<file path="config.mk">
export PLATFORM = sky130hd
export DESIGN_NAME = dgv_ram
export DESIGN_NICKNAME = d
export VERILOG_FILES = /design/src/hw/rtl/dgv_ram.sv
export SDC_FILE = /design/constraint.sdc
export NUM_CORES = 1
export LEC_CHECK = 0
export BUFFER_PORTS_ARGS = -buffer_cell sky130_fd_sc_hd__buf_2
export CORE_UTILIZATION = 50
export CTS_CLUSTER_SIZE = 28
export DETAILED_ROUTE_END_ITERATION = 8
export GPL_ROUTABILITY_DRIVEN = 0
export PLACE_DENSITY = 0.76
export SETUP_SLACK_MARGIN = 0.02
export SLEW_MARGIN = 20
export SYNTH_ARGS = -nofsm -noshare
export SYNTH_HDL_FRONTEND = slang
export SYNTH_SLANG_ARGS = --single-unit
</file>
<file path="constraint.sdc">
create_clock -name clk -period 2.55 [get_ports clk]
set_input_delay 0.51 -clock clk [delete_from_list [all_inputs] [get_ports clk]]
set_output_delay 0.51 -clock clk [all_outputs]
set_load 0.05 [all_outputs]
</file>
<file path="src/hw/rtl/dgv_ram.sv">
// Generic single-write, single-read RAM with registered read data.
module dgv_ram #(
    parameter int WIDTH = 8,
    parameter int DEPTH = 16
) (
    input  logic                     clk,
    input  logic                     we,
    input  logic [$clog2(DEPTH)-1:0] waddr,
    input  logic [WIDTH-1:0]         wdata,
    input  logic [$clog2(DEPTH)-1:0] raddr,
    output logic [WIDTH-1:0]         rdata
);

    logic [WIDTH-1:0] mem [DEPTH];
    logic [WIDTH-1:0] rdata_reg;

    always_ff @(posedge clk)
    begin
        if (we)
        begin
            mem[waddr] <= wdata;
        end
        rdata_reg <= mem[raddr];
    end

    assign rdata = rdata_reg;

endmodule

</file>
==> run summary <==
Among all flip-flop cells after synthesis, the most frequent one is sky130_fd_sc_hd__edfxtp_1. The post-synthesis cell count came out at 229. Based on the critical path, the design can be clocked at up to 590.7 MHz. The clock share of power is 47.7%. The cell with the largest stage delay on the worst path is sky130_fd_sc_hd__dfxtp_1. The final-report hold violation count came out at 0.

The area after detailed placement is 5515 um2. The proportion of register bits with asynchronous set or reset after synthesis came out at 0%. The number of flip-flops in the largest register came out at 128. Traced cell by cell, the critical path runs through buf_2. The share of total power in combinational logic came out at 5.2%.

For the finished layout, the period the worst path requires is 1693 ps. The worst setup path is captured at a primary output. The yosys synthesis warning count came out at 0. The starting utilization of the core area came out at 52.18%. The die height is 103.5 um. The count of final max-slew check failures was 0. The flow ran to the end, and the final reports show no timing, DRC or antenna violations. The average wire per cell in the routed design came out at 22.56 um. The setup violation total in the final timing report is 0. The share of the synthesized area in the top cell type is 74.67%.

TritonCTS built the clock tree. For this design the total switching power over the nets is 1065 uW. The area enclosed by the die boundary came out at 10710 um2.

The global-route usage over all layers came out at 19.98%. The via count of the first global-routing pass came out at 2418. The signed area change from the synthesized netlist to the final layout came out at 19.30%.

Setup repair after global routing left no endpoint under its margin. The TritonCTS buffer count came out at 17. The cell area that synthesis handed to floorplanning was 5147 um2. The post-CTS setup-driven buffer insertion count is 0.

The detailed-placement wirelength estimate came out at 6.137 mm. The die outline width is 103.5 um. The number of enable-type register cells in the synthesized netlist is 128.

The final non-filler cell area came out at 6141 um2. The per-cell via count in the routed design came out at 5.653. The internal power consumption is 4274 uW. The net count after synthesis came out at 247.

The number of cell rows is 36. The initial antenna violation count came out at 0. The power consumption is 5339 uW. The register cell area after layout came out at 4004 um2.

The post-cts repair resize count is 0. The met1 layer usage reported by global route came out at 27.20%. The fraction of met2 tracks used by global routing came out at 30.92%. The worst path buffer plus inverter count came out at 1.

In the synthesized netlist, the cells that appear most often are sky130_fd_sc_hd__edfxtp_1 (128), sky130_fd_sc_hd__mux4_2 (18), sky130_fd_sc_hd__a22oi_1 (16). STA classifies the critical path startpoint as a flop. The total length of routed wires came out at 9.702 mm. The total congestion overflow after global routing is 0. Sorting the synthesized cells by area gives the leading types as sky130_fd_sc_hd__edfxtp_1 (75%), sky130_fd_sc_hd__mux4_2 (7.9%), sky130_fd_sc_hd__mux4_1 (7.1%). The pin count of the biggest net entering global routing came out at 17. In this run the static leakage power is 0.002104 uW.

The multi-input combinational cell area came out at 1057 um2. The number of vias in the routed layout came out at 2431. The most repeated cell in the gate-level netlist after synthesis is sky130_fd_sc_hd__edfxtp_1.

The master cell of the clock root buffer is sky130_fd_sc_hd__clkbuf_8. The number of buffers inserted by hold repair at cts came out at 0. In this design, the largest share of critical-path delay is due to flip-flops. The maximum level of the CTS H-tree came out at 4. The clock slew seen by the registers of the worst setup and hold paths is 60 ps. The endpoint required time on the critical path is 2040 ps. The clock sink total came out at 136. Clock skew on the completed layout was measured at 7.097 ps. The arrival time at the worst endpoint came out at 1180 ps. The share of the yosys chip area belonging to registers is 77.78%.

The met3 track demand over resource in global routing came out at 6.922%. The power per unit of standard cell area is 869.5 nW/um2. The relative contribution of sequential cells to total power came out at 47.1%. The sum of negative setup slack is 0 ps.

The number of DRC violations after detailed-routing iteration 0 came out at 217. The total of buffers placed on input and output ports came out at 25. The number of maximum-capacitance constraint violations is 0. The first-pass iteration count of the detailed router came out at 5. The number of nets in the finished design came out at 301.

In this run, synthesis produced a sequential element count of 136. The setup path with the least slack is of type reg2out. At the pin with the least slew margin, the transition time is 768.6 ps.

The peak fanout along the critical path came out at 1. The peak supply drop is 0.4739 mV. The delay of the slowest cell on the worst path came out at 390 ps. The number of nets with antenna violations after detailed routing is 0. The switching portion of total power is 19.95%. For this design the top-level I/O count stands at 26. The final clock period utilization by the worst path is 66.39%. The synthesized design spends more area on one cell type than any other, namely sky130_fd_sc_hd__edfxtp_1. Of the cells placed in the final design, the portion with a size suffix greater than 1 is 31.42%. The maximum root-to-sink buffer count came out at 2.

The count of filler cells inserted in the layout came out at 651. The core footprint is 9864 um2. In this run, distinct cell masters in the synthesized netlist total 19.

The first global-routing pass estimated 14.10 mm of wire. In this run the most used layer during global routing was met2. The number of remaining DRC errors is 0. The worst pin sits at a relative slew slack of 48.57%.

The tightest min-delay check is of the in2reg type. The later pin in the worst-skew pair is clocked with a latency of 510 ps. The mean area per synthesized cell came out at 22.48 um2.
-- placed cells by master, fill, tap and decap left out, types with 8 or more instances in the layout --
cell type                   Yosys  routed
sky130_fd_sc_hd__dfxtp_1        8       8
sky130_fd_sc_hd__edfxtp_1     128     128
sky130_fd_sc_hd__buf_2          3      25
sky130_fd_sc_hd__clkbuf_16      0      16
sky130_fd_sc_hd__nand2_1        9       9
sky130_fd_sc_hd__nor2_1        13      13
sky130_fd_sc_hd__mux4_2        18      18
sky130_fd_sc_hd__mux4_1        14      14
sky130_fd_sc_hd__a22oi_1       16      16
sky130_fd_sc_hd__buf_4          1      19
-- power groups by stage --
| stage | Sequential [uW] | Combinational, uW | Clock [uW] |
|---|---|---|---|
| after floorplan | 2610 | 127 | 0 |
| after global placement | 2560 | 274 | 0 |
| after detailed placement | 2560 | 280 | 0 |
| after CTS | 2520 | 281 | 2590 |
| after global routing | 2520 | 298 | 2660 |
| final | 2520 | 279 | 2550 |
-- final timing paths --
| kind | startpoint | end | slack (ps) | cells past startpoint |
|---|---|---|---|---|
| max | rdata[4]$_DFF_P_ | rdata[4] | 860 | 1 |
| min | wdata[0] | mem[12][0]$_DFFE_PP_ | 380 | 1 |
| max reg2reg | mem[3][7]$_DFFE_PP_ | rdata[7]$_DFF_P_ | 1170 | 3 |
| min reg2reg | mem[13][0]$_DFFE_PP_ | rdata[0]$_DFF_P_ | 670 | 3 |
-- stage by stage --
| step | util, % | cells | hold WS, ps | setup WS (ps) |
|---|---|---|---|---|
| 6_report | 62.25 | 430 | 384.7 | 857.1 |
| 3_3_place_gp | 55.91 | 397 | 652.5 | 388.1 |
| 5_1_grt | 62.23 | 429 | 369.4 | 812.5 |
| 4_1_cts | 62.23 | 429 | 352.3 | 824.1 |
| 3_5_place_dp | 55.91 | 397 | 663.3 | 375.1 |
| 2_1_floorplan | - | 229 | 608.9 | 547.1 |
-- cell type report --
class                   count  share of cell area, %
clock inverters            14                  3.341
multi-input cells          83                  17.22
well taps                 133                  2.710
clock buffers              18                  6.805
repair buffers             45                  4.686
diodes                      1                0.04075
flip-flops and latches    136                  65.20
-- metal layers --
metal  wire [um]  vias up
met1        4043     1240
met2        4810      101
met5           0        -
li1            -     1084
met4          89        0
met3         758        6
-- logic make-up (layout without fill, tap and decap cells) --
group | Yosys count | count (layout) | synth area share, %
buffers and inverters | 10 | 77 | 1.677
flip-flops | 136 | 136 | 77.78
AND/OR/NAND/NOR | 35 | 35 | 3.184
AO/OA/AOI/OAI | 16 | 16 | 2.334
other | 0 | 1 | 0
multiplexers | 32 | 32 | 15.02
Note: power is estimated with default switching activity, not from simulation.
