$ cat src/hw/rtl/dgv_pkg.sv
// Package: shared types, constants and helpers for the grid volume block.
package dgv_pkg;

    localparam int GRID_WIDTH  = 640;
    localparam int GRID_HEIGHT = 480;
    localparam int COL_W       = $clog2(GRID_WIDTH);
    localparam int ROW_W       = $clog2(GRID_HEIGHT);

    localparam int COORD_W  = 20;
    localparam int NORM_W   = 16;
    localparam int OFF_W    = 20;
    localparam int MINH_W   = 19;
    localparam int CFG_IDX_W = 3;
    localparam int CFG_DAT_W = 20;
    localparam int EDGE_W   = COORD_W + 1;
    localparam int OPND_W   = 25;
    localparam int PROD_W   = 2 * OPND_W;
    localparam int ACC_W    = 68;
    localparam int FRAC_SH  = 14;
    localparam int H_W      = 37;
    localparam int HS_W     = 39;
    localparam int CROSS_W  = 43;
    localparam int SPLIT    = 24;
    localparam int D_W      = 62;
    localparam int AQ_SH    = 18;
    localparam int AQ_W     = 42;
    localparam int HQ_W     = 24;
    localparam int VOL_W    = 40;
    localparam int CNT_W    = 20;
    localparam int DIV_SH   = 9;
    localparam int DIVX_W   = 42;
    localparam int DIV_BITS = 7;
    localparam int DIV_STEPS = DIVX_W / DIV_BITS;
    localparam int DIV_CNT_W = $clog2(DIV_STEPS);
    localparam int STEP_W   = 3;

    localparam logic [VOL_W-1:0] VOL_MAX = {VOL_W{1'b1}};
    localparam logic [CNT_W-1:0] CNT_MAX = {CNT_W{1'b1}};
    // (prod >> 9) at or above 3 * 2^40 gives a volume that always saturates
    localparam logic [ACC_W-DIV_SH-1:0] DIV_LIMIT =
        (ACC_W-DIV_SH)'(3) << VOL_W;

    localparam logic [CFG_IDX_W-1:0] CFG_PLANE_NX     = 3'd0;
    localparam logic [CFG_IDX_W-1:0] CFG_PLANE_NY     = 3'd1;
    localparam logic [CFG_IDX_W-1:0] CFG_PLANE_NZ     = 3'd2;
    localparam logic [CFG_IDX_W-1:0] CFG_PLANE_OFFSET = 3'd3;
    localparam logic [CFG_IDX_W-1:0] CFG_MIN_HEIGHT   = 3'd4;

    typedef struct packed {
        logic signed [COORD_W-1:0] coord_x;
        logic signed [COORD_W-1:0] coord_y;
        logic signed [COORD_W-1:0] coord_z;
        logic                      frame_end;
    } vertex_in_t;

    typedef struct packed {
        logic [VOL_W-1:0] volume_mm3;
        logic [CNT_W-1:0] triangle_count;
        logic             overflow;
    } result_t;

    typedef struct packed {
        logic                      ok;
        logic signed [COORD_W-1:0] x;
        logic signed [COORD_W-1:0] y;
        logic signed [COORD_W-1:0] z;
    } vertex_t;

    typedef struct packed {
        logic                     clear;
        logic                     add_off;
        logic                     shift;
        logic signed [OPND_W-1:0] a;
        logic signed [OPND_W-1:0] b;
    } mac_op_t;

    typedef enum logic [3:0] {
        ST_IDLE,
        ST_HCUR,
        ST_CHECK,
        ST_HLA,
        ST_HLA_DONE,
        ST_HV0,
        ST_HSUM,
        ST_CROSS,
        ST_DOT,
        ST_AREA,
        ST_PROD,
        ST_DIV,
        ST_ACC,
        ST_FINISH
    } state_t;

    function automatic logic signed [OPND_W-1:0] ext_c(input logic signed [COORD_W-1:0] v);
        return {{(OPND_W-COORD_W){v[COORD_W-1]}}, v};
    endfunction

    function automatic logic signed [OPND_W-1:0] ext_n(input logic signed [NORM_W-1:0] v);
        return {{(OPND_W-NORM_W){v[NORM_W-1]}}, v};
    endfunction

    function automatic logic signed [OPND_W-1:0] ext_e(input logic signed [EDGE_W-1:0] v);
        return {{(OPND_W-EDGE_W){v[EDGE_W-1]}}, v};
    endfunction

    function automatic logic signed [EDGE_W-1:0] edge_of(
        input logic signed [COORD_W-1:0] hi,
        input logic signed [COORD_W-1:0] lo
    );
        return {hi[COORD_W-1], hi} - {lo[COORD_W-1], lo};
    endfunction

endpackage

$ cat src/hw/rtl/dgv_mac.sv
// Shared multiply-accumulate unit: one signed 25x25 product per cycle.
module dgv_mac (
    input  logic                             clk,
    input  dgv_pkg::mac_op_t                 op,
    input  logic signed [dgv_pkg::OFF_W-1:0] offset,
    output logic signed [dgv_pkg::ACC_W-1:0] acc
);

    logic signed [dgv_pkg::ACC_W-1:0]  acc_reg;
    logic signed [dgv_pkg::ACC_W-1:0]  acc_next;
    logic signed [dgv_pkg::PROD_W-1:0] prod;
    logic signed [dgv_pkg::ACC_W-1:0]  prod_ext;
    logic signed [dgv_pkg::ACC_W-1:0]  off_term;
    logic signed [dgv_pkg::ACC_W-1:0]  base;

    always_comb
    begin
        prod     = op.a * op.b;
        prod_ext = {{(dgv_pkg::ACC_W-dgv_pkg::PROD_W){prod[dgv_pkg::PROD_W-1]}}, prod};
        if (op.shift)
        begin
            prod_ext = prod_ext <<< dgv_pkg::SPLIT;
        end
        // plane constant, Q16.4 scaled to the Q.18 height format
        off_term = {{(dgv_pkg::ACC_W-dgv_pkg::OFF_W-dgv_pkg::FRAC_SH){offset[dgv_pkg::OFF_W-1]}},
                    offset, {dgv_pkg::FRAC_SH{1'b0}}};
        base     = op.clear ? '0 : acc_reg;
        acc_next = base + (op.add_off ? off_term : '0) + prod_ext;
    end

    always_ff @(posedge clk)
    begin
        acc_reg <= acc_next;
    end

    assign acc = acc_reg;

endmodule

$ cat config.mk
export PLATFORM = sky130hd
export DESIGN_NAME = dgv_mac
export DESIGN_NICKNAME = d
export VERILOG_FILES = /design/src/hw/rtl/dgv_pkg.sv /design/src/hw/rtl/dgv_mac.sv
export SDC_FILE = /design/constraint.sdc
export NUM_CORES = 2
export LEC_CHECK = 0
export BUFFER_PORTS_ARGS = -buffer_cell sky130_fd_sc_hd__buf_4
export CAP_MARGIN = 25
export CORE_MARGIN = 10
export CORE_UTILIZATION = 30
export DETAILED_ROUTE_END_ITERATION = 16
export GPL_ROUTABILITY_DRIVEN = 0
export GPL_TIMING_DRIVEN = 0
export PLACE_DENSITY_LB_ADDON = 0.2
export RECOVER_POWER = 25
export SYNTH_ARGS = -nofsm -noshare
export SYNTH_HDL_FRONTEND = slang
export SYNTH_SLANG_ARGS = --single-unit
$ cat constraint.sdc
create_clock -name clk -period 12.4 [get_ports clk]
set_input_delay 3.1 -clock clk [delete_from_list [all_inputs] [get_ports clk]]
set_output_delay 3.1 -clock clk [all_outputs]
set_load 0.01 [all_outputs]
==> impl_metrics.py <==
metrics = {
    "outcome": {
        "status": "complete, no violations",
    },
    "timing": {
        "skew_ns": 0.00914,
        "max_slew_margin": 0.403,
        "finalHoldViolCount": 0,
        "worstMarginPinSlew_ns": 0.894,
        "finalCriticalPeriod_ns": 12.37,
        "rsz0062_at_grt": "yes",
        "slew_viol_final": 0,
        "fin_crit_sh": 0.998,
        "setup_violations": 0,
        "max_freq_mhz": 80.8,
    },
    "cts": {
        "clk_pin_slew_ns": 0.06,
        "cts_sinks": 68,
        "cts_buffers": 9,
        "htreeDepth": 3,
        "clk_latency_ns": 0.36,
        "hold_buffers": 0,
        "cts_tree": "done",
        "cts_max_path_buffers": 2,
        "cts-root-buf": "clkbuf_16",
    },
    "synthesis": {
        "synth_edf_count": 0,
        "synthXorXnorAreaFrac": 0.0351,
        "synth_area_leaders": "fa_1 46%, inv_1 9.2%, ha_1 9.0%",
        "syn_area_mm2": 0.0307,
        "synth_top_area_cell": "fa_1",
        "synth_flop_cell": "dfxtp_1",
        "synth_compound_area_frac": 0.0855,
        "synth.yosys.seq_area_share": 0.0444,
        "synth_top_area_share": 0.465,
        "ys_ff_latch": 68,
        "synth_nets": 4437,
        "synth_simple_gate_area_frac": 0.163,
        "synth_mux_area_frac": 0.00661,
        "ys_types": 78,
        "syn_area_per_cell_um2": 8.94,
        "yosysMostFrequentCell": "inv_1",
        "synth.top_cells.by_count": "749 x inv_1, 712 x fa_1, 410 x nand2_1",
        "synth_top_family_by_area": "adder cells",
        "postSynthCellCount": 3430,
        "yosys_warnings": 0,
        "synthAdderAreaFrac": 0.555,
        "async_flop_share": 0,
    },
    "grt": {
        "grt_pass1_vias": 25200,
        "overflow": 0,
        "grt_max_degree": 17,
        "grt_pass1_wl_um": 164000,
        "antenna_found_initial": 8,
        "grtUsageTotal": 0.186,
    },
    "finish": {
        "drive_gt1_frac": 0.172,
        "area_growth_pct": 22.2,
        "final_cell_area_mm2": 0.0375,
        "largest_reg_flops": 68,
        "fin_nets": 4690,
    },
    "drt": {
        "vias": 23700,
        "wl_um": 107000,
        "drt-pass1-iter-count": 5,
        "drc": 0,
        "ant_nets": 0,
        "drt_iter0_markers": 1450,
        "viasPerCell": 4.68,
        "wl_per_cell_um": 21.1,
    },
    "worst_setup_path": {
        "reg2regPathDepth": 16,
        "end_kind": "register",
        "reg2reg_to": "acc[67]$_DFF_P_",
        "r2r_start": "acc[1]$_DFF_P_",
        "crit_top_cell": "fa_1",
        "crit_path_top_delay_cell": "fa_2",
        "critPathBufInv": 7,
        "worstSetupPathType": "input port to register",
        "critPathMaxStageDelay_ns": 0.60,
        "required_ns": 12.65,
        "ff2ff_setup_slack_ns": 8.17,
        "cp.arrival_ns": 12.62,
        "crit_fanout": 7,
        "critical_path_depth": 40,
        "cpLargestDelayFamily": "adder cells",
        "cp-start-kind": "input port",
    },
    "floorplanning": {
        "die_w_um": 340,
        "start_util": 0.302,
        "core_mm2": 0.102,
        "ioPinCount": 142,
        "dieHeight_um": 340,
        "rows": 117,
        "die_area_mm2": 0.115,
    },
    "place": {
        "hpwl_um": 91500,
        "io_buffers": 138,
        "dpl_cell_area_mm2": 0.0334,
    },
    "hold_path": {
        "whs_path_depth": 2,
        "hold_start": "acc[0]$_DFF_P_",
        "min_to": "acc[0]$_DFF_P_",
        "hp-class": "register to register",
    },
    "job": {
        "maxCapViolCount": 0,
    },
}
[area by class of cell]
class / count / area (µm²)
inverters: 750 / 2820
fillers: 10600 / 64100
flip-flops and latches: 68 / 1360
diodes: 2 / 5.00
clock inverters: 4 / 95.1
repair buffers: 262 / 2130
well taps: 1368 / 1710
clock buffers: 12 / 256
plain buffers: 131 / 1650
multi-input cells: 2461 / 27400
[how the worst max path moves through the flow]
stage                start               to  slack (ns)
floorplan            op[4]  acc[61]$_DFF_P_       0.006
global placement     op[5]  acc[66]$_DFF_P_       -2.46
detailed placement   op[4]  acc[66]$_DFF_P_       -2.39
CTS                 op[20]  acc[67]$_DFF_P_      0.0001
global route        op[49]  acc[67]$_DFF_P_       -0.25
finish               op[1]  acc[67]$_DFF_P_        0.03
[layer usage]
metal / vias up / share of wire / GRT usage
met5: - / 0.00054 / 0
met3: 119 / 0.048 / 0.0247
met1: 12100 / 0.47 / 0.265
met4: 8 / 0.029 / 0.0451
met2: 596 / 0.46 / 0.294
li1: 10800 / - / -
[per-stage QoR]
step / setup slack, ns / cells / TNS (ns) / util / hold slack (ns)
floorplan: 0.00562 / 3430 / 0 / - / 0.647
global placement: -2.46 / 4936 / -77.79 / 0.329 / 0.738
detailed placement: -2.39 / 4937 / -75.23 / 0.329 / 0.732
CTS: 0.000124 / 5016 / 0 / 0.359 / 0.760
global route: -0.246 / 5056 / -1.43 / 0.369 / 0.802
finish: 0.0275 / 5058 / 0 / 0.369 / 0.776
[placed cells by master (no fill, tap or decap), types with 23 or more instances in the layout]
cell type	n
a21oi_2	23
o21bai_1	23
nor2b_1	45
buf_4	191
a21oi_1	96
clkbuf_16	47
ha_1	180
inv_1	721
xnor2_1	70
buf_6	24
dfxtp_1	68
nor2_1	68
nand2_1	396
o21ai_0	40
and2_1	297
fa_2	31
ha_4	27
nand2b_1	56
xor2_1	33
clkbuf_1	58
inv_2	27
fa_1	681
a21o_1	72
[cells by family after synthesis]
kind of cell    Yosys count
simple gates            991
fa+ha+maj               933
buf+inv                 901
compound gates          394
xor+xnor                123
flops                    68
mux                      20
[what timing repair did]
item                       CTS  global route
pin swaps                  110           103
buffers inserted            73            48
setup endpoints to repair   47            25
cloned                       1             1
resized for setup          503           187
[worst register-to-register path, cell delays in order, from the launching register on]
cell and delay, ns:
dfxtp_1 0.44, nor2b_1 0.18, ha_1 0.25, ha_1 0.23, fa_1 0.50, a211oi_2 0.21, nor2_1 0.13, o41a_1 0.43
a211o_1 0.33, a211o_2 0.41, o211ai_1 0.19, buf_4 0.15, a21oi_2 0.06, o31ai_2 0.25, a21oi_1 0.13, o22ai_2 0.16
xnor2_1 0.09
Power is not shown: default switching activity piles up to over one toggle a cycle in this logic, so the estimate is an artifact.
