## src/hw/rtl/dgv_pkg.sv

```systemverilog
// Package: shared types, constants and helpers for the grid volume block.
package dgv_pkg;

    localparam int GRID_WIDTH  = 640;
    localparam int GRID_HEIGHT = 480;
    localparam int COL_W       = $clog2(GRID_WIDTH);
    localparam int ROW_W       = $clog2(GRID_HEIGHT);

    localparam int COORD_W  = 20;
    localparam int NORM_W   = 16;
    localparam int OFF_W    = 20;
    localparam int MINH_W   = 19;
    localparam int CFG_IDX_W = 3;
    localparam int CFG_DAT_W = 20;
    localparam int EDGE_W   = COORD_W + 1;
    localparam int OPND_W   = 25;
    localparam int PROD_W   = 2 * OPND_W;
    localparam int ACC_W    = 68;
    localparam int FRAC_SH  = 14;
    localparam int H_W      = 37;
    localparam int HS_W     = 39;
    localparam int CROSS_W  = 43;
    localparam int SPLIT    = 24;
    localparam int D_W      = 62;
    localparam int AQ_SH    = 18;
    localparam int AQ_W     = 42;
    localparam int HQ_W     = 24;
    localparam int VOL_W    = 40;
    localparam int CNT_W    = 20;
    localparam int DIV_SH   = 9;
    localparam int DIVX_W   = 42;
    localparam int DIV_BITS = 7;
    localparam int DIV_STEPS = DIVX_W / DIV_BITS;
    localparam int DIV_CNT_W = $clog2(DIV_STEPS);
    localparam int STEP_W   = 3;

    localparam logic [VOL_W-1:0] VOL_MAX = {VOL_W{1'b1}};
    localparam logic [CNT_W-1:0] CNT_MAX = {CNT_W{1'b1}};
    // (prod >> 9) at or above 3 * 2^40 gives a volume that always saturates
    localparam logic [ACC_W-DIV_SH-1:0] DIV_LIMIT =
        (ACC_W-DIV_SH)'(3) << VOL_W;

    localparam logic [CFG_IDX_W-1:0] CFG_PLANE_NX     = 3'd0;
    localparam logic [CFG_IDX_W-1:0] CFG_PLANE_NY     = 3'd1;
    localparam logic [CFG_IDX_W-1:0] CFG_PLANE_NZ     = 3'd2;
    localparam logic [CFG_IDX_W-1:0] CFG_PLANE_OFFSET = 3'd3;
    localparam logic [CFG_IDX_W-1:0] CFG_MIN_HEIGHT   = 3'd4;

    typedef struct packed {
        logic signed [COORD_W-1:0] coord_x;
        logic signed [COORD_W-1:0] coord_y;
        logic signed [COORD_W-1:0] coord_z;
        logic                      frame_end;
    } vertex_in_t;

    typedef struct packed {
        logic [VOL_W-1:0] volume_mm3;
        logic [CNT_W-1:0] triangle_count;
        logic             overflow;
    } result_t;

    typedef struct packed {
        logic                      ok;
        logic signed [COORD_W-1:0] x;
        logic signed [COORD_W-1:0] y;
        logic signed [COORD_W-1:0] z;
    } vertex_t;

    typedef struct packed {
        logic                     clear;
        logic                     add_off;
        logic                     shift;
        logic signed [OPND_W-1:0] a;
        logic signed [OPND_W-1:0] b;
    } mac_op_t;

    typedef enum logic [3:0] {
        ST_IDLE,
        ST_HCUR,
        ST_CHECK,
        ST_HLA,
        ST_HLA_DONE,
        ST_HV0,
        ST_HSUM,
        ST_CROSS,
        ST_DOT,
        ST_AREA,
        ST_PROD,
        ST_DIV,
        ST_ACC,
        ST_FINISH
    } state_t;

    function automatic logic signed [OPND_W-1:0] ext_c(input logic signed [COORD_W-1:0] v);
        return {{(OPND_W-COORD_W){v[COORD_W-1]}}, v};
    endfunction

    function automatic logic signed [OPND_W-1:0] ext_n(input logic signed [NORM_W-1:0] v);
        return {{(OPND_W-NORM_W){v[NORM_W-1]}}, v};
    endfunction

    function automatic logic signed [OPND_W-1:0] ext_e(input logic signed [EDGE_W-1:0] v);
        return {{(OPND_W-EDGE_W){v[EDGE_W-1]}}, v};
    endfunction

    function automatic logic signed [EDGE_W-1:0] edge_of(
        input logic signed [COORD_W-1:0] hi,
        input logic signed [COORD_W-1:0] lo
    );
        return {hi[COORD_W-1], hi} - {lo[COORD_W-1], lo};
    endfunction

endpackage

```

## src/hw/rtl/dgv_div3.sv

```systemverilog
// Divide-by-three unit, seven quotient bits per cycle.
module dgv_div3 (
    input  logic                        clk,
    input  logic                        rst_n,
    input  logic                        start,
    input  logic [dgv_pkg::DIVX_W-1:0]  dividend,
    output logic [dgv_pkg::DIVX_W-1:0]  quotient,
    output logic                        done
);

    logic [dgv_pkg::DIVX_W-1:0]    x_reg, x_next;
    logic [dgv_pkg::DIVX_W-1:0]    q_reg, q_next;
    logic [1:0]                    r_reg, r_next;
    logic [dgv_pkg::DIV_CNT_W-1:0] cnt_reg, cnt_next;
    logic                          busy_reg, busy_next;
    logic                          done_reg, done_next;
    logic [dgv_pkg::DIV_BITS-1:0]  qbits;
    logic [2:0]                    t;
    logic [1:0]                    r;

    always_comb
    begin
        x_next    = x_reg;
        q_next    = q_reg;
        r_next    = r_reg;
        cnt_next  = cnt_reg;
        busy_next = busy_reg;
        done_next = 1'b0;
        qbits     = '0;
        r         = r_reg;
        for (int i = dgv_pkg::DIV_BITS - 1; i >= 0; i--)
        begin
            t = {r, x_reg[dgv_pkg::DIVX_W-dgv_pkg::DIV_BITS+i]};
            qbits[i] = (t >= 3'd3);
            r = qbits[i] ? 2'(t - 3'd3) : t[1:0];
        end
        if (start)
        begin
            x_next    = dividend;
            q_next    = '0;
            r_next    = '0;
            cnt_next  = '0;
            busy_next = 1'b1;
        end
        else if (busy_reg)
        begin
            x_next = x_reg << dgv_pkg::DIV_BITS;
            q_next = {q_reg[dgv_pkg::DIVX_W-dgv_pkg::DIV_BITS-1:0], qbits};
            r_next = r;
            if (cnt_reg == dgv_pkg::DIV_CNT_W'(dgv_pkg::DIV_STEPS - 1))
            begin
                busy_next = 1'b0;
                done_next = 1'b1;
            end
            else
            begin
                cnt_next = cnt_reg + 1'b1;
            end
        end
    end

    always_ff @(posedge clk or negedge rst_n)
    begin
        if (!rst_n)
        begin
            busy_reg <= 1'b0;
            done_reg <= 1'b0;
            cnt_reg  <= '0;
        end
        else
        begin
            busy_reg <= busy_next;
            done_reg <= done_next;
            cnt_reg  <= cnt_next;
        end
    end

    always_ff @(posedge clk)
    begin
        x_reg <= x_next;
        q_reg <= q_next;
        r_reg <= r_next;
    end

    assign quotient = q_reg;
    assign done     = done_reg;

endmodule

```

## config.mk

```make
export PLATFORM = sky130hd
export DESIGN_NAME = dgv_div3
export DESIGN_NICKNAME = d
export VERILOG_FILES = /design/src/hw/rtl/dgv_pkg.sv /design/src/hw/rtl/dgv_div3.sv
export SDC_FILE = /design/constraint.sdc
export NUM_CORES = 1
export LEC_CHECK = 0
export BUFFER_PORTS_ARGS = -buffer_cell sky130_fd_sc_hd__buf_4
export CAP_MARGIN = 0
export CORE_UTILIZATION = 49
export DETAILED_ROUTE_END_ITERATION = 7
export PLACE_DENSITY = 0.84
export SLEW_MARGIN = 20
export SYNTH_ARGS = -nofsm -noshare
export SYNTH_HDL_FRONTEND = slang
export SYNTH_SLANG_ARGS = --single-unit
```

## constraint.sdc

```tcl
create_clock -name clk -period 5.6 [get_ports clk]
set_input_delay 0.56 -clock clk [delete_from_list [all_inputs] [get_ports clk]]
set_output_delay 0.56 -clock clk [all_outputs]
set_load 0.05 [all_outputs]
```

==> results of run 1 <==
cell type report:
class | instances | area share, %
repair buffers | 106 | 15.07
clock inverters | 5 | 1.039
multi-input cells | 229 | 35.81
inverters | 6 | 0.4252
flip-flops and latches | 91 | 42.83
well taps | 102 | 2.410
clock buffers | 10 | 2.410
critical path: cells and delay by family, from the launching register on:
family	cells	cell delay (ns)
compound gates	8	1.19
fa+ha+maj	6	1.31
buf+inv	2	0.26
flops	1	0.40
mux	3	0.52
simple gates	11	1.66
placed cells by master, fill, tap and decap left out, types with 2 or more instances in the layout:
cell type / netlist / routed
sky130_fd_sc_hd__edfxtp_1: 42 / 42
sky130_fd_sc_hd__clkbuf_8: 0 / 9
sky130_fd_sc_hd__o21a_1: 2 / 2
sky130_fd_sc_hd__nand3_1: 6 / 5
sky130_fd_sc_hd__a311oi_1: 2 / 2
sky130_fd_sc_hd__mux2_2: 37 / 36
sky130_fd_sc_hd__a211oi_1: 3 / 2
sky130_fd_sc_hd__nor2_1: 55 / 53
sky130_fd_sc_hd__or3_1: 3 / 3
sky130_fd_sc_hd__dfrtp_1: 5 / 4
sky130_fd_sc_hd__buf_4: 0 / 105
sky130_fd_sc_hd__a21oi_1: 12 / 9
sky130_fd_sc_hd__nor3b_2: 0 / 2
sky130_fd_sc_hd__and2_1: 8 / 7
sky130_fd_sc_hd__nand2_2: 0 / 2
sky130_fd_sc_hd__nand3b_1: 2 / 2
sky130_fd_sc_hd__a21oi_2: 2 / 4
sky130_fd_sc_hd__ha_1: 9 / 2
sky130_fd_sc_hd__dfxtp_1: 44 / 44
sky130_fd_sc_hd__nand2b_1: 4 / 4
sky130_fd_sc_hd__or2_2: 2 / 2
sky130_fd_sc_hd__nand2_1: 10 / 8
sky130_fd_sc_hd__ha_2: 0 / 5
sky130_fd_sc_hd__nor3_4: 0 / 2
sky130_fd_sc_hd__ha_4: 0 / 2
sky130_fd_sc_hd__inv_1: 6 / 6
sky130_fd_sc_hd__nor3b_1: 5 / 2
sky130_fd_sc_hd__nor3_2: 2 / 3
sky130_fd_sc_hd__mux2i_1: 39 / 38
kinds of logic after synthesis:
| kind of cell | count (synthesis) |
|---|---|
| fa+ha+maj | 9 |
| compound gates | 36 |
| simple gates | 106 |
| flops | 91 |
| xor+xnor | 1 |
| mux | 77 |
| buf+inv | 24 |
timing repair:
action                     in CTS  in global routing
hold endpoints to repair        5                  0
resized for setup              11                 31
setup endpoints to repair       3                  3
buffers inserted                3                  9
hold buffers                    1                  0
pin swaps                       4                  7
report_power, final:
part	leakage, nW	switching, mW	total (mW)	internal (mW)
sequential	0.879	0.0756	0.868	0.792
clock	0.0898	0.219	0.422	0.203
combinational	1.49	0.634	1.14	0.502
stage by stage:
stage / utilization [%] / hold WS [ns] / std cells / TNS (ns)
floorplan: - / 0.2644 / 344 / 0
global placement: 61.20 / 0.3630 / 521 / 0
detailed placement: 61.20 / 0.3637 / 521 / -0.7027
CTS: 64.45 / 0.4775 / 540 / 0
global route: 67.15 / 0.4787 / 549 / -0.3752
finish: 67.15 / 0.4915 / 549 / 0
per-layer routing:
metal  wire [um]  global-route usage, %  up-vias
met5           0                      0        -
met4         294                  9.231        0
met3         272                  4.228       27
met2        4753                  34.19       72
met1        3619                  25.04     1455
li1            -                      -     1439
how the worst max path moves through the flow:
stage	cells after the start	to	startpoint	slack, ns
global route	30	r_reg[1]$_SDFFE_PP0P_	x_reg[41]$_DFFE_PP_	-0.14
floorplan	29	r_reg[0]$_SDFFE_PP0P_	x_reg[41]$_DFFE_PP_	0.08
detailed placement	31	r_reg[1]$_SDFFE_PP0P_	x_reg[41]$_DFFE_PP_	-0.24
global placement	32	r_reg[1]$_SDFFE_PP0P_	x_reg[41]$_DFFE_PP_	0.19
finish	30	r_reg[0]$_SDFFE_PP0P_	x_reg[41]$_DFFE_PP_	0.13
CTS	29	r_reg[1]$_SDFFE_PP0P_	x_reg[41]$_DFFE_PP_	0.05
==> impl_summary.log, run 1 <==
[metrics] run status: completed
[metrics] post-layout worst setup margin: 0.1251 ns
[metrics] register bit total from synthesis: 91
[metrics] Buffers on Ports: 87
[metrics] clock root buffer: sky130_fd_sc_hd__clkbuf_8
[metrics] launch instance of the worst min-delay path: dividend[1]
[metrics] total via count after detailed routing: 2,993
[metrics] maximum root-to-sink buffer count: 2
[metrics] maximum number of pins on one net before global-route repair: 93
[metrics] via count of the first global-routing pass: 2,881
[metrics] Die Outline Area: 8659 sq um
[metrics] Total Power: 2.426 mW
[metrics] biggest cell delay along the critical path: 0.52 ns
[metrics] post-synthesis adder-cell area fraction: 2.772%
[metrics] fmax: 0.1827 GHz
[metrics] top_reg_cell synth: sky130_fd_sc_hd__dfxtp_1
[metrics] worst flop-to-flop path startpoint: x_reg[41]$_DFFE_PP_
[metrics] pwr/cell area: 458.0 nW/um^2
[metrics] Vert. Die Dim: 93.06 um
[metrics] Post-Place Setup Slack: -0.2394 ns
[metrics] multi-input logic area: 1897 sq um
[metrics] initial antenna violation count: 0
[metrics] register area share after synthesis: 55.81%
[metrics] core box area: 7888 sq um
[metrics] cell area after placement: 4827 sq um
[metrics] wire length of the first global-routing pass: 13,720 um
[metrics] HPWL reported at the end of detailed placement: 5548 um
[metrics] count of yosys warnings during synthesis: 0
[metrics] register clock-pin slew on the reported worst setup and hold paths: 0.08 ns
[metrics] top cell type's share of synthesized area: 31.04%
[metrics] final worst clock skew: 0.006564 ns
[metrics] Routed Antenna Nets: 0
[metrics] total I/O pin count: 88
[metrics] WHS Path Cells: 2
[metrics] Static Leakage: 2.461 nW
[metrics] post-DR wirelength/cell: 16.28 um
[metrics] path class of the lowest-slack min-delay path: in -> reg
[metrics] largest family of logic cells by synthesized area: multiplexers
[metrics] netlist area before placement: 4063 sq um
[metrics] Worst Setup End Kind: flip-flop
[metrics] Residual DRC: 0
[metrics] starting density of the core: 51.51%
[metrics] Max Cap Viol: 0
[metrics] worst rel slew slack: 33.70%
[metrics] Final Hold Fails: 0
[metrics] overall overflow remaining after global route: 0
[metrics] arrival time of data at the critical path endpoint: 5.71 ns
[metrics] element type at the critical path start: flip-flop
[metrics] total wirelength of the detailed-routed design: 8939 um
[metrics] maximum VDD drop: 0.0001847 V
[metrics] highest fanout seen on the critical path: 4
[metrics] Vias/cell: 5.452
[metrics] signed area change from the synthesized netlist to the final layout: 30.37%
[metrics] most numerous cell in the Yosys netlist: sky130_fd_sc_hd__nor2_1
[metrics] post-synthesis compound-gate area fraction: 6.129%
[metrics] cell taking the most area after synthesis: sky130_fd_sc_hd__edfxtp_1
[metrics] H-tree levels: 3
[metrics] worst reg2reg setup slack: 0.13 ns
[metrics] number of instances in the synthesized netlist: 344
[metrics] max-slew violation count: 0
[metrics] reg2reg end: r_reg[0]$_SDFFE_PP0P_
[metrics] number of sinks driven by the clock tree: 91
[metrics] cell area after layout: 5296 sq um
[metrics] row cnt: 32
[metrics] distinct cell type count of the synthesized netlist: 45
[metrics] GRT Overall Usage: 20.31%
[metrics] Post-synth top cells: sky130_fd_sc_hd__nor2_1 (55), sky130_fd_sc_hd__dfxtp_1 (44), sky130_fd_sc_hd__edfxtp_1 (42), sky130_fd_sc_hd__mux2i_1 (39), sky130_fd_sc_hd__mux2_2 (37)
[metrics] Data required, critical path: 5.84 ns
[metrics] number of buffers inserted during clock tree synthesis: 9
[metrics] depth of the most critical reg-to-reg path: 30
[metrics] number of violations reported at the end of detailed-routing iteration 0: 190
[metrics] FF/Latch Area: 2268 sq um
[metrics] crit path time final: 5.475 ns
[metrics] Avg Inst Size Synth: 11.81 sq um
[metrics] mux cell area share after synthesis: 20.20%
[metrics] share of the synthesized netlist area taken by xor and xnor gates: 0.2156%
[metrics] clk_lat worst skew: 0.35 ns
[metrics] count of fill cells added during filler insertion: 580
[metrics] end point of the most critical hold path: x_reg[1]$_SDFFCE_PN0P_
[metrics] TritonCTS clock tree: built
[metrics] placer's final routability congestion estimate: 0.8013
[metrics] share of cells above drive strength 1: 43.18%
[metrics] worst-margin pin slew: 0.9945 ns
[metrics] post-synthesis share of cell area spent on and, or, nand and nor gates: 12.66%
[metrics] fraction of synthesis flops using an asynchronous set or reset pin: 5.495%
[metrics] diode insertion count for antenna repair: 0
[metrics] final number of setup-violating endpoints: 0
[metrics] post-layout net count: 497
[metrics] start-to-end type of the worst setup path: reg -> reg
[metrics] EDFF count, synth: 42
[metrics] die width: 93.06 um
[metrics] Pre-Repair DR Iteration Count: 4
[metrics] cell mode on critical path: sky130_fd_sc_hd__ha_2
[metrics] cell types occupying the most area after synthesis: sky130_fd_sc_hd__edfxtp_1 (31%), sky130_fd_sc_hd__dfxtp_1 (22%), sky130_fd_sc_hd__mux2_2 (10%), sky130_fd_sc_hd__mux2i_1 (9.6%), sky130_fd_sc_hd__nor2_1 (5.1%)
[metrics] number of nets produced by synthesis: 398
[metrics] Tcrit/Tclk final: 97.77%
[metrics] cell at the slowest stage of the critical path: sky130_fd_sc_hd__or4b_4
Note: power is estimated with default switching activity, not from simulation.
==> inputs of run 2 (changes only) <==
--- a/config.mk
+++ b/config.mk
@@ -9,7 +9,7 @@
 export CAP_MARGIN = 0
 export CORE_UTILIZATION = 49
 export DETAILED_ROUTE_END_ITERATION = 7
-export PLACE_DENSITY = 0.84
+export PLACE_DENSITY_LB_ADDON = 0.12
 export SLEW_MARGIN = 20
 export SYNTH_ARGS = -nofsm -noshare
 export SYNTH_HDL_FRONTEND = slang
==> impl_summary.log, run 2 (synthesis results as in run 1) <==
[metrics] run status: completed (unchanged)
[metrics] post-layout net count: 493 (was 497)
[metrics] top library cells by usage in the layout, fill and taps aside: sky130_fd_sc_hd__buf_4 (101), sky130_fd_sc_hd__nor2_1 (51), sky130_fd_sc_hd__dfxtp_1 (43) (was sky130_fd_sc_hd__buf_4 (105), sky130_fd_sc_hd__nor2_1 (53), sky130_fd_sc_hd__dfxtp_1 (44))
[metrics] signed area change from the synthesized netlist to the final layout: 28.43% (was 30.37%)
[metrics] worst-margin pin slew: 0.9879 ns (was 0.9945 ns)
[metrics] die width: 93.06 um (unchanged)
[metrics] biggest cell delay along the critical path: 0.44 ns (was 0.52 ns)
[metrics] arrival time of data at the critical path endpoint: 5.66 ns (was 5.71 ns)
[metrics] number of violations reported at the end of detailed-routing iteration 0: 129 (was 190)
[metrics] post-route worst hold slack: 0.4838 ns (was 0.4915 ns)
[metrics] clk_lat worst skew: 0.35 ns (about the same)
[metrics] maximum root-to-sink buffer count: 2 (unchanged)
[metrics] total via count after detailed routing: 2,852 (was 2,993)
[metrics] number of buffers inserted during clock tree synthesis: 9 (unchanged)
[metrics] maximum number of pins on one net before global-route repair: 93 (unchanged)
[metrics] path class of the lowest-slack min-delay path: in -> reg (unchanged)
[metrics] wire length of the first global-routing pass: 12,390 um (was 13,720 um)
[metrics] element type at the critical path start: flip-flop (unchanged)
[metrics] multi-input logic area: 1844 sq um (was 1897 sq um)
[metrics] H-tree levels: 3 (unchanged)
[metrics] Vert. Die Dim: 93.06 um (unchanged)
[metrics] clock root buffer: sky130_fd_sc_hd__clkbuf_8 (unchanged)
[metrics] core box area: 7888 sq um (unchanged)
[metrics] Buffers on Ports: 87 (unchanged)
[metrics] Static Leakage: 2.431 nW (was 2.461 nW)
[metrics] register clock-pin slew on the reported worst setup and hold paths: 0.09 ns (was 0.08 ns)
[metrics] maximum VDD drop: 0.0001945 V (was 0.0001847 V)
[metrics] starting density of the core: 51.51% (unchanged)
[metrics] fmax: 0.1858 GHz (was 0.1827 GHz)
[metrics] Post-Place Setup Slack: -0.06187 ns (was -0.2394 ns)
[metrics] cell area after placement: 4865 sq um (was 4827 sq um)
[metrics] GRT Overall Usage: 18.45% (was 20.31%)
[metrics] Vias/cell: 5.223 (was 5.452)
[metrics] Pre-Repair DR Iteration Count: 5 (was 4)
[metrics] Max Cap Viol: 0 (unchanged)
[metrics] commonest non-fill, non-tap cell in the layout: sky130_fd_sc_hd__buf_4 (unchanged)
[metrics] cell at the slowest stage of the critical path: sky130_fd_sc_hd__edfxtp_1 (was sky130_fd_sc_hd__or4b_4)
[metrics] pwr/cell area: 441.4 nW/um^2 (was 458.0 nW/um^2)
[metrics] post-DR wirelength/cell: 14.27 um (was 16.28 um)
[metrics] overall overflow remaining after global route: 0 (unchanged)
[metrics] total wirelength of the detailed-routed design: 7792 um (was 8939 um)
[metrics] Tcrit/Tclk final: 96.10% (was 97.77%)
[metrics] Die Outline Area: 8659 sq um (unchanged)
[metrics] max-slew violation count: 0 (unchanged)
[metrics] Final Non-Filler Cells: 546 (was 549)
[metrics] HPWL reported at the end of detailed placement: 4931 um (was 5548 um)
[metrics] share of cells above drive strength 1: 41.89% (was 43.18%)
[metrics] final worst clock skew: 0.009791 ns (was 0.006564 ns)
[metrics] cell mode on critical path: sky130_fd_sc_hd__ha_2 (unchanged)
[metrics] placer's final routability congestion estimate: 0.8044 (was 0.8013)
[metrics] cell area after layout: 5218 sq um (was 5296 sq um)
[metrics] Routed Antenna Nets: 0 (unchanged)
[metrics] Residual DRC: 0 (unchanged)
[metrics] start-to-end type of the worst setup path: reg -> reg (unchanged)
[metrics] number of sinks driven by the clock tree: 91 (unchanged)
[metrics] total I/O pin count: 88 (unchanged)
[metrics] Total Power: 2.303 mW (was 2.426 mW)
[metrics] TritonCTS clock tree: built (unchanged)
[metrics] Post-Place Cells: 526 (was 521)
[metrics] count of fill cells added during filler insertion: 619 (was 580)
[metrics] via count of the first global-routing pass: 2,679 (was 2,881)
[metrics] post-layout worst setup margin: 0.2185 ns (was 0.1251 ns)
[metrics] row cnt: 32 (unchanged)
[metrics] crit path time final: 5.381 ns (was 5.475 ns)
[metrics] diode insertion count for antenna repair: 0 (unchanged)
[metrics] Worst Setup End Kind: flip-flop (unchanged)
[metrics] FF/Latch Area: 2270 sq um (was 2268 sq um)
[metrics] Final Hold Fails: 0 (unchanged)
[metrics] highest fanout seen on the critical path: 4 (unchanged)
[metrics] initial antenna violation count: 0 (unchanged)
[metrics] final number of setup-violating endpoints: 0 (unchanged)
[metrics] Data required, critical path: 5.88 ns (was 5.84 ns)
[metrics] worst rel slew slack: 34.14% (was 33.70%)
run 2: per-stage QoR:
stage | util, % | setup TNS (ns)
4_1_cts | 64.42 | 0
6_report | 66.15 | 0
2_1_floorplan | - | 0
3_5_place_dp | 61.68 | -0.08012
3_3_place_gp | 61.68 | 0
5_1_grt | 66.15 | -0.06894
run 2: path summary, 6_finish.rpt:
path	from	to	slack (ns)	cells past startpoint
min in group asynchronous	rst_n	cnt_reg[0]$_DFFE_PN0P_	0.55	2
max	x_reg[41]$_DFFE_PP_	r_reg[1]$_SDFFE_PP0P_	0.22	32
min	dividend[5]	x_reg[5]$_SDFFCE_PN0P_	0.48	2
min reg2reg	quotient[2]$_SDFFE_PP0P_	quotient[2]$_SDFFE_PP0P_	0.49	2
max reg2reg	x_reg[41]$_DFFE_PP_	r_reg[1]$_SDFFE_PP0P_	0.22	32
max in group asynchronous	rst_n	busy_reg$_DFF_PN0_	4.94	2
run 2: critical path, delay by kind of cell, from the launching register on:
family | cells | cell delay [ns]
AOI/OAI and AO/OA | 10 | 1.37
DFF | 1 | 0.44
adders and majority gates | 7 | 1.44
muxes | 2 | 0.49
and+or+nand+nor | 11 | 1.37
buffers and inverters | 2 | 0.19
run 2: layout make-up:
class	instances	share of cell area (%)
Timing Repair Buffer	102	14.72
Clock inverter	4	0.9592
Multi-Input combinational cell	229	35.35
Tap cell	102	2.446
Sequential cell	91	43.50
Inverter	6	0.4317
Clock buffer	12	2.590
run 2: timing repair:
action                     CTS  global route
setup buffers                0             3
pin swaps                    1             4
gates resized for setup      6            27
hold endpoints to repair     5             0
setup endpoints to repair    3             3
hold buffers                 1             0
run 2: per-layer routing:
metal | vias up | track usage, % | share of wire (%)
met5 | - | 0 | 0
met4 | 0 | 5.385 | 1.6
met3 | 13 | 6.911 | 4.8
met2 | 63 | 31.00 | 51
met1 | 1347 | 22.02 | 43
li1 | 1429 | - | -
run 2: power by group:
group          total (mW)  internal, mW  leakage (nW)  switching, mW
Sequential          0.866         0.793         0.879         0.0725
Combinational        1.00         0.446          1.46          0.557
Clock               0.434         0.209        0.0953          0.226
Total                2.30          1.45          2.43          0.855
==> inputs of run 3 (changes only) <==
--- a/config.mk
+++ b/config.mk
@@ -10,6 +10,7 @@
 export CORE_UTILIZATION = 49
 export DETAILED_ROUTE_END_ITERATION = 7
 export PLACE_DENSITY_LB_ADDON = 0.12
+export RECOVER_POWER = 100
 export SLEW_MARGIN = 20
 export SYNTH_ARGS = -nofsm -noshare
 export SYNTH_HDL_FRONTEND = slang
==> impl_summary.log, run 3 (synthesis results as in run 1) <==
[metrics] crit path time final: 5.389 ns (was 5.381 ns)
[metrics] Buffers on Ports: 87 (unchanged)
[metrics] clk_lat worst skew: 0.35 ns (about the same)
[metrics] register clock-pin slew on the reported worst setup and hold paths: 0.09 ns (about the same)
[metrics] diode insertion count for antenna repair: 0 (unchanged)
[metrics] H-tree levels: 3 (unchanged)
[metrics] biggest cell delay along the critical path: 0.44 ns (about the same)
[metrics] cell area after placement: 4865 sq um (unchanged)
[metrics] post-layout net count: 493 (unchanged)
[metrics] die width: 93.06 um (unchanged)
[metrics] start-to-end type of the worst setup path: reg -> reg (unchanged)
[metrics] total via count after detailed routing: 2,847 (was 2,852)
[metrics] cell area after layout: 5050 sq um (was 5218 sq um)
[metrics] worst rel slew slack: -93.16% (was 34.14%)
[metrics] maximum VDD drop: 0.0001946 V (was 0.0001945 V)
[metrics] total negative setup slack: 0 ns (unchanged)
[metrics] placer's final routability congestion estimate: 0.8044 (unchanged)
[metrics] Total Power: 2.261 mW (was 2.303 mW)
[metrics] routed wl met2: 3931 um (was 3940 um)
[metrics] number of buffers inserted during clock tree synthesis: 9 (unchanged)
[metrics] commonest non-fill, non-tap cell in the layout: sky130_fd_sc_hd__buf_4 (unchanged)
[metrics] highest fanout seen on the critical path: 4 (unchanged)
[metrics] top library cells by usage in the layout, fill and taps aside: sky130_fd_sc_hd__buf_4 (57), sky130_fd_sc_hd__nor2_1 (51), sky130_fd_sc_hd__clkbuf_1 (47) (was sky130_fd_sc_hd__buf_4 (101), sky130_fd_sc_hd__nor2_1 (51), sky130_fd_sc_hd__dfxtp_1 (43))
[metrics] arrival time of data at the critical path endpoint: 5.67 ns (was 5.66 ns)
[metrics] Post-Place Setup Slack: -0.06187 ns (unchanged)
[metrics] path class of the lowest-slack min-delay path: in -> reg (unchanged)
[metrics] maximum root-to-sink buffer count: 2 (unchanged)
[metrics] signed area change from the synthesized netlist to the final layout: 24.30% (was 28.43%)
[metrics] Tcrit/Tclk final: 96.23% (was 96.10%)
[metrics] Final Hold Fails: 0 (unchanged)
[metrics] pwr/cell area: 447.7 nW/um^2 (was 441.4 nW/um^2)
[metrics] Max Cap Viol: 1 (was 0)
[metrics] Worst Setup End Kind: flip-flop (unchanged)
[metrics] post-DR wirelength/cell: 14.42 um (was 14.27 um)
[metrics] GRT Overall Usage: 18.45% (unchanged)
[metrics] via count of the first global-routing pass: 2,679 (unchanged)
[metrics] Static Leakage: 2.250 nW (was 2.431 nW)
[metrics] Final Non-Filler Cells: 546 (unchanged)
[metrics] starting density of the core: 51.51% (unchanged)
[metrics] overall overflow remaining after global route: 0 (unchanged)
[metrics] Pre-Repair DR Iteration Count: 6 (was 5)
[metrics] TritonCTS clock tree: built (unchanged)
[metrics] initial antenna violation count: 0 (unchanged)
[metrics] max-slew violation count: 43 (was 0)
[metrics] row cnt: 32 (unchanged)
[metrics] HPWL reported at the end of detailed placement: 4931 um (unchanged)
[metrics] cell at the slowest stage of the critical path: sky130_fd_sc_hd__edfxtp_1 (unchanged)
[metrics] Residual DRC: 0 (unchanged)
[metrics] final worst clock skew: 0.009790 ns (was 0.009791 ns)
[metrics] count of fill cells added during filler insertion: 672 (was 619)
[metrics] worst-margin pin slew: 2.897 ns (was 0.9879 ns)
[metrics] Post-Place Cells: 526 (unchanged)
[metrics] Vias/cell: 5.214 (was 5.223)
[metrics] post-route worst hold slack: 0.4832 ns (was 0.4838 ns)
[metrics] Max Used Layer: met4 (unchanged)
[metrics] core utilization of the finished layout: 64.02% (was 66.15%)
[metrics] Die Outline Area: 8659 sq um (unchanged)
[metrics] maximum number of pins on one net before global-route repair: 93 (unchanged)
[metrics] Routed Antenna Nets: 0 (unchanged)
[metrics] violations in the final reports: capacitance limit, slew limit
[metrics] total I/O pin count: 88 (unchanged)
[metrics] Data required, critical path: 5.88 ns (about the same)
[metrics] share of cells above drive strength 1: 31.53% (was 41.89%)
[metrics] number of sinks driven by the clock tree: 91 (unchanged)
[metrics] post-layout worst setup margin: 0.2111 ns (was 0.2185 ns)
[metrics] fmax: 0.1856 GHz (was 0.1858 GHz)
[metrics] number of violations reported at the end of detailed-routing iteration 0: 133 (was 129)
[metrics] total wirelength of the detailed-routed design: 7871 um (was 7792 um)
[metrics] wire length on met3: 412 um (was 377 um)
[metrics] Vert. Die Dim: 93.06 um (unchanged)
[metrics] wire length of the first global-routing pass: 12,390 um (unchanged)
[metrics] Routed met1 length: 3405 um (was 3345 um)
[metrics] clock root buffer: sky130_fd_sc_hd__clkbuf_8 (unchanged)
[metrics] FF/Latch Area: 2270 sq um (unchanged)
[metrics] multi-input logic area: 1842 sq um (was 1844 sq um)
[metrics] core box area: 7888 sq um (unchanged)
[metrics] run status: complete, but fails checks (was completed)
[metrics] element type at the critical path start: flip-flop (unchanged)
[metrics] final number of setup-violating endpoints: 0 (unchanged)
[run 3: cell type report]
type / instances / share of cell area [%]
well taps: 102 / 2.527
multi-input cells: 229 / 36.47
repair buffers: 102 / 11.94
flip-flops and latches: 91 / 44.95
inverters: 6 / 0.4460
clock buffers: 12 / 2.676
clock inverters: 4 / 0.9911
[run 3: critical path: cells and delay by family (launching register included)]
kind | cells | cell delay (ns)
buffers and inverters | 2 | 0.20
multiplexers | 2 | 0.49
AO/OA/AOI/OAI | 10 | 1.38
adder cells (fa/ha/maj) | 7 | 1.44
flip-flops | 1 | 0.44
AND/OR/NAND/NOR | 11 | 1.37
[run 3: timing repair]
item | 4_1_cts | 5_1_grt
hold buffers | 1 | 0
pin swaps | 1 | 4
hold endpoints to repair | 5 | 0
buffers inserted | 0 | 3
resized for setup | 6 | 27
setup endpoints to repair | 3 | 3
[run 3: final timing paths]
path,startpoint,endpoint,slack (ns),cells after the start
worst min-delay path,dividend[5],x_reg[5]$_SDFFCE_PN0P_,0.48,2
worst max register to register,x_reg[41]$_DFFE_PP_,r_reg[1]$_SDFFE_PP0P_,0.21,32
worst min register to register,quotient[2]$_SDFFE_PP0P_,quotient[2]$_SDFFE_PP0P_,0.49,2
max in group asynchronous,rst_n,busy_reg$_DFF_PN0_,4.77,2
min in group asynchronous,rst_n,cnt_reg[0]$_DFFE_PN0P_,0.60,2
worst max-delay path,x_reg[41]$_DFFE_PP_,r_reg[1]$_SDFFE_PP0P_,0.21,32
[run 3: where the power goes]
| group | switching [mW] | internal (mW) |
|---|---|---|
| Sequential | 0.0719 | 0.794 |
| Combinational | 0.557 | 0.403 |
| Clock | 0.227 | 0.209 |
| Total | 0.856 | 1.40 |
[run 3: layer usage]
| metal | track usage (%) | vias to the layer above |
|---|---|---|
| met5 | 0 | - |
| met3 | 6.911 | 13 |
| met4 | 5.385 | 0 |
| met1 | 22.02 | 1342 |
| li1 | - | 1427 |
| met2 | 31.00 | 65 |
